==> src/design/itpt_pkg.sv <==
// shared types, codes and constants of the integer to prefixed text converter
`timescale 1ns / 1ps

package itpt_pkg;

    // text limits and field widths
    localparam int MAX_TEXT   = 64;
    localparam int BUF_W      = 7;
    localparam int VALUE_W    = 32;
    localparam int NBITS_W    = 8;
    localparam int OP_W       = 2;
    localparam int CHAR_W     = 8;
    localparam int LEN_W      = 6;
    localparam int IN_DATA_W  = 40;
    localparam int OUT_DATA_W = 16;

    // opcodes
    localparam logic [OP_W-1:0] OP_UBIN = 2'd0;
    localparam logic [OP_W-1:0] OP_SBIN = 2'd1;
    localparam logic [OP_W-1:0] OP_HEX  = 2'd2;
    localparam logic [OP_W-1:0] OP_BAD  = 2'd3;

    // ascii codes
    localparam logic [CHAR_W-1:0] CH_ZERO  = 8'h30;
    localparam logic [CHAR_W-1:0] CH_UPA   = 8'h41;
    localparam logic [CHAR_W-1:0] CH_LOWB  = 8'h62;
    localparam logic [CHAR_W-1:0] CH_LOWX  = 8'h78;
    localparam logic [CHAR_W-1:0] CH_NUL   = 8'h00;

    // outcome of the request check
    typedef struct packed {
        logic             err;
        logic             hex;
        logic             sign_fill;
        logic [LEN_W-1:0] len;
    } check_t;

    // one hex digit to uppercase ascii
    function automatic logic [CHAR_W-1:0] hex_char(input logic [3:0] d);
        logic [CHAR_W-1:0] c;
        if (d < 4'd10)
        begin
            c = CH_ZERO + {4'd0, d};
        end
        else
        begin
            c = CH_UPA + {4'd0, d} - 8'd10;
        end
        return c;
    endfunction

endpackage

==> src/design/itpt_check.sv <==
// request check: width, buffer room, magnitude and hex width tests
`timescale 1ns / 1ps

module itpt_check
(
    input  logic [itpt_pkg::OP_W-1:0]    op,
    input  logic [itpt_pkg::VALUE_W-1:0] value,
    input  logic [itpt_pkg::NBITS_W-1:0] digit_bits,
    input  logic [itpt_pkg::BUF_W-1:0]   buffer_size,
    output itpt_pkg::check_t             chk
);
    import itpt_pkg::*;

    logic [BUF_W-1:0]   size_eff;
    logic [8:0]         need;
    logic [8:0]         room;
    logic               neg;
    logic [VALUE_W-1:0] mag;
    logic               narrow;
    logic               over_u;
    logic               over_s;
    logic               hex_ok;
    logic               err;
    logic [LEN_W-1:0]   ndig;

    // effective buffer size and room needed
    assign size_eff = (buffer_size > BUF_W'(MAX_TEXT)) ? BUF_W'(MAX_TEXT) : buffer_size;
    assign need     = {1'b0, digit_bits} + 9'd3;
    assign room     = {2'b00, size_eff};

    // magnitude tests: any set bit at or above the digit width
    assign neg    = value[VALUE_W-1];
    assign mag    = neg ? (VALUE_W'(0) - value) : value;
    assign narrow = (digit_bits[7:5] == 3'd0);
    assign over_u = narrow && ((value >> digit_bits[4:0]) != '0);
    assign over_s = narrow && ((mag >> digit_bits[4:0]) != '0);

    // hex widths allowed
    always_comb
    begin
        hex_ok = digit_bits inside {8'd4, 8'd8, 8'd16, 8'd32};
    end

    // rejection per opcode
    always_comb
    begin
        err = 1'b0;
        case (op)
            OP_UBIN: err = (room <= need) || over_u;
            OP_SBIN: err = (room < need) || over_s;
            OP_HEX:  err = (room <= need) || !hex_ok || over_u;
            OP_BAD:  err = 1'b1;
            default: err = 1'b1;
        endcase
        if (digit_bits == '0)
        begin
            err = 1'b1;
        end
    end

    // digit count and text length
    assign ndig = (op == OP_HEX) ? {2'b00, digit_bits[5:2]} : digit_bits[5:0];

    assign chk.err       = err;
    assign chk.hex       = (op == OP_HEX);
    assign chk.sign_fill = (op == OP_SBIN) && neg;
    assign chk.len       = ndig + LEN_W'(2);

endmodule

==> src/design/integer_to_prefixed_text_top.sv <==
// top level of the integer to prefixed text converter
`timescale 1ns / 1ps

// Converts one 32-bit value per request into ASCII text, most significant
// character first: "0b" plus unsigned or signed binary, or "0x" plus hex.
// Slave channel: tuser = opcode, tdata = value then digit_bits.
// Master channel: one character per item, tlast on the final one,
// tuser = error flag; a rejected request gives a single item with error set.
// Config channel: cfg_data sets the buffer size (reset 64); the user must
// write it only when idle; the block itself does not enforce this.
// Sequence: the request is registered, then checked, then characters go
// out one per cycle while the receiver keeps up, from a single shared
// character unit driven by a position counter, at most 63 characters.
// The block takes a new request only when idle; the output register lets it
// take one while its last character is still waiting.
// A stalled receiver holds the output register and freezes character output.
// Reset empties the output register, returns to idle, sets buffer size 64.

module integer_to_prefixed_text_top
(
    input  logic                              clk,
    input  logic                              rst_n,
    input  logic                              s_axis_tvalid,
    output logic                              s_axis_tready,
    // value [31:0], digit_bits [39:32]
    input  logic [itpt_pkg::IN_DATA_W-1:0]    s_axis_tdata,
    // opcode [1:0]
    input  logic [itpt_pkg::OP_W-1:0]         s_axis_tuser,
    output logic                              m_axis_tvalid,
    input  logic                              m_axis_tready,
    // text_char [7:0], text_length [13:8], zero [15:14]
    output logic [itpt_pkg::OUT_DATA_W-1:0]   m_axis_tdata,
    output logic                              m_axis_tlast,
    // error [0]
    output logic                              m_axis_tuser,
    input  logic                              cfg_valid,
    output logic                              cfg_ready,
    input  logic [itpt_pkg::BUF_W-1:0]        cfg_data
);
    import itpt_pkg::*;

    localparam logic [1:0] ST_IDLE  = 2'd0;
    localparam logic [1:0] ST_CHECK = 2'd1;
    localparam logic [1:0] ST_EMIT  = 2'd2;

    logic [1:0]         state_reg, state_next;
    logic [BUF_W-1:0]   buf_reg;
    logic [OP_W-1:0]    op_reg;
    logic [VALUE_W-1:0] val_reg;
    logic [NBITS_W-1:0] nb_reg;
    check_t             chk_reg, chk_next;
    check_t             chk;
    logic [LEN_W-1:0]   p_reg, p_next;
    logic               ovalid_reg, ovalid_next;
    logic [CHAR_W-1:0]  ochar_reg, ochar_next;
    logic [LEN_W-1:0]   olen_reg, olen_next;
    logic               olast_reg, olast_next;
    logic               oerr_reg, oerr_next;
    logic               in_take;
    logic               out_free;
    logic [LEN_W-1:0]   pos;
    logic [3:0]         nibble;
    logic               bit_val;
    logic [CHAR_W-1:0]  cur_char;

    assign s_axis_tready = (state_reg == ST_IDLE);
    assign cfg_ready     = 1'b1;
    assign in_take       = s_axis_tvalid && s_axis_tready;
    assign out_free      = !ovalid_reg || m_axis_tready;

    // request check
    itpt_check u_check
    (
        .op          (op_reg),
        .value       (val_reg),
        .digit_bits  (nb_reg),
        .buffer_size (buf_reg),
        .chk         (chk)
    );

    // shared character unit: digit position counts down from the top
    assign pos    = chk_reg.len - LEN_W'(1) - p_reg;
    assign nibble = 4'(val_reg >> {pos[2:0], 2'b00});
    assign bit_val = pos[5] ? chk_reg.sign_fill : val_reg[pos[4:0]];

    always_comb
    begin
        if (p_reg == LEN_W'(0))
        begin
            cur_char = CH_ZERO;
        end
        else if (p_reg == LEN_W'(1))
        begin
            cur_char = chk_reg.hex ? CH_LOWX : CH_LOWB;
        end
        else if (chk_reg.hex)
        begin
            cur_char = hex_char(nibble);
        end
        else
        begin
            cur_char = CH_ZERO + {7'd0, bit_val};
        end
    end

    // sequencer and output register
    always_comb
    begin
        state_next  = state_reg;
        chk_next    = chk_reg;
        p_next      = p_reg;
        ovalid_next = ovalid_reg;
        ochar_next  = ochar_reg;
        olen_next   = olen_reg;
        olast_next  = olast_reg;
        oerr_next   = oerr_reg;
        if (ovalid_reg && m_axis_tready)
        begin
            ovalid_next = 1'b0;
        end
        case (state_reg)
            ST_IDLE:
            begin
                if (in_take)
                begin
                    state_next = ST_CHECK;
                end
            end
            ST_CHECK:
            begin
                chk_next = chk;
                p_next   = '0;
                if (chk.err)
                begin
                    if (out_free)
                    begin
                        ovalid_next = 1'b1;
                        ochar_next  = CH_NUL;
                        olen_next   = '0;
                        olast_next  = 1'b1;
                        oerr_next   = 1'b1;
                        state_next  = ST_IDLE;
                    end
                end
                else
                begin
                    state_next = ST_EMIT;
                end
            end
            ST_EMIT:
            begin
                if (out_free)
                begin
                    ovalid_next = 1'b1;
                    ochar_next  = cur_char;
                    olen_next   = chk_reg.len;
                    olast_next  = (p_reg == chk_reg.len - LEN_W'(1));
                    oerr_next   = 1'b0;
                    if (p_reg == chk_reg.len - LEN_W'(1))
                    begin
                        state_next = ST_IDLE;
                    end
                    else
                    begin
                        p_next = p_reg + LEN_W'(1);
                    end
                end
            end
            default:
            begin
                state_next = ST_IDLE;
            end
        endcase
    end

    // control registers
    always_ff @(posedge clk or negedge rst_n)
    begin
        if (!rst_n)
        begin
            state_reg  <= ST_IDLE;
            ovalid_reg <= 1'b0;
            buf_reg    <= BUF_W'(MAX_TEXT);
        end
        else
        begin
            state_reg  <= state_next;
            ovalid_reg <= ovalid_next;
            if (cfg_valid && cfg_ready)
            begin
                buf_reg <= cfg_data;
            end
        end
    end

    // payload registers
    always_ff @(posedge clk)
    begin
        if (in_take)
        begin
            op_reg  <= s_axis_tuser;
            val_reg <= s_axis_tdata[VALUE_W-1:0];
            nb_reg  <= s_axis_tdata[IN_DATA_W-1:VALUE_W];
        end
        chk_reg   <= chk_next;
        p_reg     <= p_next;
        ochar_reg <= ochar_next;
        olen_reg  <= olen_next;
        olast_reg <= olast_next;
        oerr_reg  <= oerr_next;
    end

    // output channel
    assign m_axis_tvalid = ovalid_reg;
    assign m_axis_tdata  = {2'b00, olen_reg, ochar_reg};
    assign m_axis_tlast  = olast_reg;
    assign m_axis_tuser  = oerr_reg;

endmodule
==> config.mk <==
export PLATFORM = sky130hd
export DESIGN_NAME = integer_to_prefixed_text_top
export DESIGN_NICKNAME = d
export VERILOG_FILES = /design/src/design/itpt_pkg.sv /design/src/design/itpt_check.sv /design/src/design/integer_to_prefixed_text_top.sv
export SDC_FILE = /design/constraint.sdc
export NUM_CORES = 1
export LEC_CHECK = 0
export ABC_CLOCK_PERIOD_IN_PS = 6200
export BUFFER_PORTS_ARGS = -buffer_cell sky130_fd_sc_hd__buf_4
export CAP_MARGIN = 10
export CORE_MARGIN = 4
export CORE_UTILIZATION = 45
export DETAILED_ROUTE_END_ITERATION = 8
export PLACE_DENSITY_LB_ADDON = 0.05
export SETUP_SLACK_MARGIN = 0.3
export SYNTH_ARGS = -nofsm -noshare
export SYNTH_HDL_FRONTEND = slang
export SYNTH_SLANG_ARGS = --single-unit
==> constraint.sdc <==
create_clock -name clk -period 6.2 [get_ports clk]
set_clock_uncertainty 0.15 [all_clocks]
set_input_delay 1.24 -clock clk [delete_from_list [all_inputs] [get_ports clk]]
set_output_delay 1.24 -clock clk [all_outputs]
set_load 0.005 [all_outputs]
==> flow_summary.json, run 1 <==
{
  "outcome": "finished clean",
  "die_x_um": 131,
  "postRouteAntennaNets": 0,
  "syn_area_mm2": 0.00679,
  "fin_area_mm2": 0.00758,
  "n_antenna_cell": 0,
  "ff2ff_path_depth": 13,
  "total_power_mw": 3.54,
  "multi_input_area_mm2": 0.00402,
  "cts_resized": 0,
  "cts_htree_levels": 3,
  "dr.pass1.iters": 5,
  "drt-initial-drc-count": 549,
  "cts_buffer_depth": 2,
  "worst_ep_required_time_ns": 6.15,
  "gp_congestion": 0.919,
  "top_layer": "met4",
  "hold_viol_final": 0,
  "cp_max_fo": 15,
  "worstMarginPinSlew_ns": 1.04,
  "switching_power_mw": 1.48,
  "wl_met1_um": 8570,
  "core_mm2": 0.0146,
  "power_frac_seq_pct": 29.0,
  "cp-startpoint": "val_reg[1]",
  "synth_ff_type": "edfxtp_1",
  "async_flop_share_pct": 12.3,
  "wl_per_cell_um": 20.7,
  "drc": 0,
  "syn_area_per_cell_um2": 9.31,
  "vdd_ir_drop_max_uv": 242,
  "power_leakage_nw": 2.73,
  "tns_ns": 0,
  "ys_seq_area_share_pct": 35.1,
  "critPathLaunchType": "flop",
  "holdPathEnd": "buf_reg[4]",
  "grt_max_degree": 71,
  "hp-class": "reg -> reg",
  "cp.arrival_ns": 4.76,
  "post_cts_buffers": 0,
  "cts-root-buf": "clkbuf_16",
  "final_nets": 824,
  "ys_ff_latch": 81,
  "syn_to_final_growth_pct": 11.7,
  "io_buffers": 70,
  "initial_core_util_pct": 46.4,
  "antenna_found_initial": 0,
  "numPlacedInstances": 917,
  "rsz0062_at_grt": "no",
  "die_area_mm2": 0.0171,
  "clk-insertion-delay-late_ns": 0.35,
  "grt_pass1_wl_um": 31000,
  "syn-instance-count": 729,
  "power_density_mw_per_mm2": 466,
  "vias": 6038,
  "reg2reg_from": "val_reg[1]",
  "wl_met3_um": 1410,
  "worstSetupPathType": "reg -> reg",
  "route.met2.wl_um": 8950,
  "seqCellArea_mm2": 0.00238,
  "ys_warn_count": 0,
  "intPower_mw": 2.05,
  "wl_um": 19300,
  "p_sw_share_pct": 41.9,
  "die-height_um": 131,
  "path_cells": "inv_1 -> ha_1 -> or3b_1 -> or4_4 -> or4_4 -> o41ai_2 -> o22a_1 -> a22oi_1 -> o41ai_2 -> nand4b_1 -> o31ai_2 -> a21oi_1 -> buf_4",
  "slowest_delay_ns": 0.66,
  "hold-path-cell-count": 1,
  "overflow": 0,
  "dp_hpwl_um": 13600,
  "clockPowerShare_pct": 15.0,
  "cts_tree": "done",
  "path_clk_slew_ns": 0.06,
  "instances_no_fill": 933,
  "setup_viol": 0,
  "timing.rr.end": "ochar_reg[6]",
  "fmaxAchievable_ghz": 0.208,
  "synth_top_area_cell": "edfxtp_1",
  "cp_slowest_cell": "or4_4",
  "min_from": "buf_reg[4]",
  "drv_slew": 0,
  "cts_sinks": 81,
  "synthDistinctLibCells": 78,
  "synth_top_area_share_pct": 31.4,
  "ff2ff_setup_slack_ns": 1.39,
  "num_rows": 44,
  "cts-hold-fix-buffers": 0,
  "drive_gt1_share_pct": 17.2,
  "cap_violations": 0,
  "grt_pass1_vias": 5713,
  "max_slew_margin_pct": 30.6,
  "cts_made_buffers": 9,
  "finalCriticalPeriod_ns": 4.81,
  "grt_usage_pct": 23.3,
  "synth-edff-count": 71,
  "largest_reg_flops": 32,
  "pin_count": 75,
  "placed_area_mm2": 0.00729,
  "via_per_inst": 6.47,
  "finalCritPeriodShare_pct": 77.6,
  "end_kind": "flop",
  "comb_power_share_pct": 56.0,
  "nFillCells": 1340,
  "synth_area_leaders": "edfxtp_1 31%, mux4_2 6.0%, ha_1 4.6%, dfrtp_1 3.3%, nor2_1 3.3%"
}
through the flow:
stage	utilization, %	setup slack (ns)	hold WS (ns)
after floorplan	-	1.33	0.323
after global placement	49.8	1.52	0.338
after detailed placement	49.8	1.44	0.344
after CTS	51.8	1.40	0.358
after global routing	51.8	1.08	0.370
final	51.8	1.39	0.351
layout make-up:
cell class	count	area share [%]
Clock buffer	12	3.12
Clock inverter	4	0.710
Inverter	26	1.29
Multi-Input combinational cell	551	53.0
Sequential cell	81	31.4
Tap cell	184	3.04
Timing Repair Buffer	75	7.43
cell usage in the layout, fill, tap and decap left out, types with 5 or more instances in the layout:
master      n
nor4_1     12
or4_1       9
xnor2_1    21
nand2b_1    9
or3_1       8
nand3_1    24
edfxtp_1   71
ha_1       25
mux2i_1    15
a2111oi_0   8
buf_4      75
mux4_2     18
nor3_1     24
mux2_2     11
nand4_1     5
a41oi_1     5
nor2_1     59
nor2b_1    13
o21ai_0    35
nand2_1    45
a21o_1      8
a21oi_1    33
o22ai_1     7
a31oi_1     5
inv_1      25
dfrtp_1     9
xor2_1     20
clkbuf_16   9
o211ai_1   10
and2_1     10
o31ai_1    14
o21a_1      5
a211oi_1   12
cells by family (layout without fill, tap and decap cells):
kind of cell	Yosys count	in the layout	share of synthesized area, %
simple gates	240	240	18.0
compound gates	195	195	20.6
buf+inv	99	117	5.86
flops	81	81	35.1
mux	45	45	10.2
xor+xnor	41	41	5.29
fa+ha+maj	26	26	4.90
other cells	2	4	0.111
cell usage after synthesis (5+ instances only):
cell type,n
a2111oi_0,8
and2_1,11
o21ai_0,35
mux2_2,11
o22ai_1,7
xnor2_1,21
dfrtp_1,9
buf_1,7
mux4_2,18
o21a_1,5
nand2_1,45
or4_1,9
inv_1,25
nor4_1,12
o211ai_1,10
nand3_1,24
nor2b_1,13
a31oi_1,5
clkbuf_1,58
ha_1,25
xor2_1,20
a21oi_1,33
nor3_1,24
mux2i_1,15
o31ai_1,14
edfxtp_1,71
a41oi_1,5
a211oi_1,12
nor2_1,59
or3_1,8
nand4_1,5
nand2b_1,9
a21o_1,8
worst max-delay path: cells and delay by family, from the launching register on:
family / cells / cell delay, ns
buf+inv: 2 / 0.33
fa+ha+maj: 1 / 0.24
compound gates: 6 / 1.42
flops: 1 / 0.49
simple gates: 4 / 1.93
how the worst max path moves through the flow:
stage | endpoint | slack, ns | depth (start not counted)
2_1_floorplan | m_axis_tlast | 1.33 | 17
3_3_place_gp | ochar_reg[0] | 1.52 | 13
3_5_place_dp | ochar_reg[1] | 1.44 | 13
4_1_cts | ochar_reg[6] | 1.40 | 13
5_1_grt | ochar_reg[6] | 1.08 | 13
6_report | ochar_reg[6] | 1.39 | 13
layer usage:
metal,up-vias,track usage (%)
li1,2798,-
met1,2950,33.0
met2,261,36.1
met3,29,5.28
met4,0,6.29
met5,-,0
power by group through the flow:
stage | Clock (mW) | Combinational, mW | Sequential, mW
detailed placement | 0 | 1.96 | 1.03
CTS | 0.546 | 1.97 | 1.02
floorplan | 0 | 1.60 | 0.886
global route | 0.571 | 2.19 | 1.05
global placement | 0 | 1.92 | 1.02
finish | 0.532 | 1.98 | 1.02
Note: power is estimated with default switching activity, not from simulation.
==> run 2, diff against run 1 <==
--- a/config.mk
+++ b/config.mk
@@ -5,7 +5,7 @@
 export SDC_FILE = /design/constraint.sdc
 export NUM_CORES = 1
 export LEC_CHECK = 0
-export ABC_CLOCK_PERIOD_IN_PS = 6200
+export ABC_CLOCK_PERIOD_IN_PS = 4370
 export BUFFER_PORTS_ARGS = -buffer_cell sky130_fd_sc_hd__buf_4
 export CAP_MARGIN = 10
 export CORE_MARGIN = 4
==> constraint.sdc (replaced) <==
create_clock -name clk -period 4.37 [get_ports clk]
set_clock_uncertainty 0.15 [all_clocks]
set_input_delay 0.874 -clock clk [delete_from_list [all_inputs] [get_ports clk]]
set_output_delay 0.874 -clock clk [all_outputs]
set_load 0.005 [all_outputs]
==> flow_summary.json, run 2 (same netlist as run 1, synthesis figures left out) <==
{
  "vias": 6293,
  "worst_ep_required_time_ns": 4.29,
  "wl_per_cell_um": 20.2,
  "drc": 0,
  "cts_buffer_depth": 2,
  "numPlacedInstances": 963,
  "hold_viol_final": 0,
  "die_x_um": 131,
  "cp.arrival_ns": 4.04,
  "outcome": "finished clean",
  "dp_hpwl_um": 14200,
  "cts_tree": "done",
  "grt_pass1_wl_um": 31100,
  "cp_max_fo": 7,
  "n_antenna_cell": 0,
  "io_buffers": 70,
  "drive_gt1_share_pct": 26.9,
  "largest_reg_flops": 32,
  "final_nets": 884,
  "end_kind": "flop",
  "wl_um": 20000,
  "worstMarginPinSlew_ns": 1.01,
  "path_cells": "buf_6 -> or4_4 -> buf_4 -> or4_4 -> o31ai_2 -> o211ai_1 -> a41oi_1 -> a211oi_1 -> o211ai_1 -> nor2b_4 -> o31ai_4 -> a21oi_4 -> clkbuf_16",
  "num_rows": 44,
  "die-height_um": 131,
  "vdd_ir_drop_max_uv": 401,
  "cp_top_family": "compound AO/OA/AOI/OAI gates",
  "post-route-util_pct": 56.4,
  "path_buf_inv": 3,
  "setup_viol": 0,
  "slowest_delay_ns": 0.52,
  "cp_slowest_cell": "or4_4",
  "antenna_found_initial": 0,
  "clk-insertion-delay-late_ns": 0.35,
  "instances_no_fill": 993,
  "postRouteAntennaNets": 0,
  "grt_usage_pct": 23.4,
  "cts_htree_levels": 3,
  "cts_made_buffers": 9,
  "grt_pass1_vias": 5857,
  "hp-class": "in -> async",
  "finalCritPeriodShare_pct": 94.1,
  "overflow": 0,
  "cts-root-buf": "clkbuf_16",
  "power_leakage_nw": 3.11,
  "tns_ns": 0,
  "drv_slew": 0,
  "pin_count": 75,
  "fin_hold_ws_ns": 0.186,
  "max_slew_margin_pct": 32.6,
  "gp_congestion": 0.930,
  "layout_common_cells": "130 x buf_4, 71 x edfxtp_1, 59 x nor2_1",
  "cts_sinks": 81,
  "die_area_mm2": 0.0171,
  "rsz0062_at_grt": "yes",
  "final_common_cell": "buf_4",
  "path_clk_slew_ns": 0.06,
  "critPathLaunchType": "flop",
  "worstSetupPathType": "reg -> reg",
  "initial_core_util_pct": 46.4,
  "core_mm2": 0.0146,
  "via_per_inst": 6.34,
  "fmaxAchievable_ghz": 0.243,
  "power_density_mw_per_mm2": 637,
  "grt_max_degree": 71,
  "finalCriticalPeriod_ns": 4.11,
  "drt-initial-drc-count": 632,
  "syn_to_final_growth_pct": 21.7,
  "cap_violations": 0,
  "dr.pass1.iters": 5
}
## run 2: cell count changes in the layout (fill, tap and decap cells not counted), sizes merged
cell      before  now
clkinv         2    4
clkbuf        12   10
inv           25   28
buf           75  133
clkinvlp       2    0
or4           11   12
## run 2: power breakdown
group          switching, mW  internal [mW]
combinational           1.64           1.51
clock                  0.335          0.450
sequential             0.196           1.13
## run 2: final timing paths
kind / slack (ns) / cells past startpoint / startpoint / endpoint
max in group asynchronous: 3.67 / 1 / rst_n / buf_reg[6]
max: 0.26 / 13 / val_reg[0] / olen_reg[4]
max reg2reg: 0.26 / 13 / val_reg[0] / olen_reg[4]
min in group clk: 0.35 / 1 / buf_reg[4] / buf_reg[4]
min: 0.19 / 1 / rst_n / state_reg[0]
min reg2reg: 0.35 / 1 / buf_reg[4] / buf_reg[4]
## run 2: final cells by class
cell class,count,area [um2]
clock buffer,9,225
fill,1296,6380
multi-input combinational,552,4200
sequential,81,2380
inverter,26,97.6
clock inverter,7,77.6
tap,184,230
timing repair buffer,134,1050
## run 2: layer usage
layer | vias up | track usage, % | wire, um
li1 | 2939 | - | -
met3 | 30 | 5.69 | 1630
met2 | 285 | 36.2 | 9240
met1 | 3039 | 32.1 | 8770
met4 | 0 | 8.47 | 389
met5 | - | 0 | 0
## run 2: stage by stage
stage	setup slack (ns)	power (mW)	area (um2)
floorplan	0.306	3.55	6850
global placement	0.152	4.26	7680
detailed placement	0.103	4.35	7680
CTS	0.229	5.21	8070
global route	0.171	5.65	8260
finish	0.258	5.27	8260
## run 2: worst register-to-register path: stages, from the launching register on
cell	delay [ns]
edfxtp_1	0.44
buf_6	0.15
or4_4	0.52
buf_4	0.17
or4_4	0.47
o31ai_2	0.30
o211ai_1	0.17
a41oi_1	0.25
a211oi_1	0.10
o211ai_1	0.32
nor2b_4	0.25
o31ai_4	0.10
a21oi_4	0.27
clkbuf_16	0.19
## run 2: what timing repair did
item,in CTS,in global routing
hold buffers,0,0
endpoints found under the setup margin,17,18
gates cloned,0,2
pin swaps,6,5
buffers inserted,6,6
resized for setup,5,22
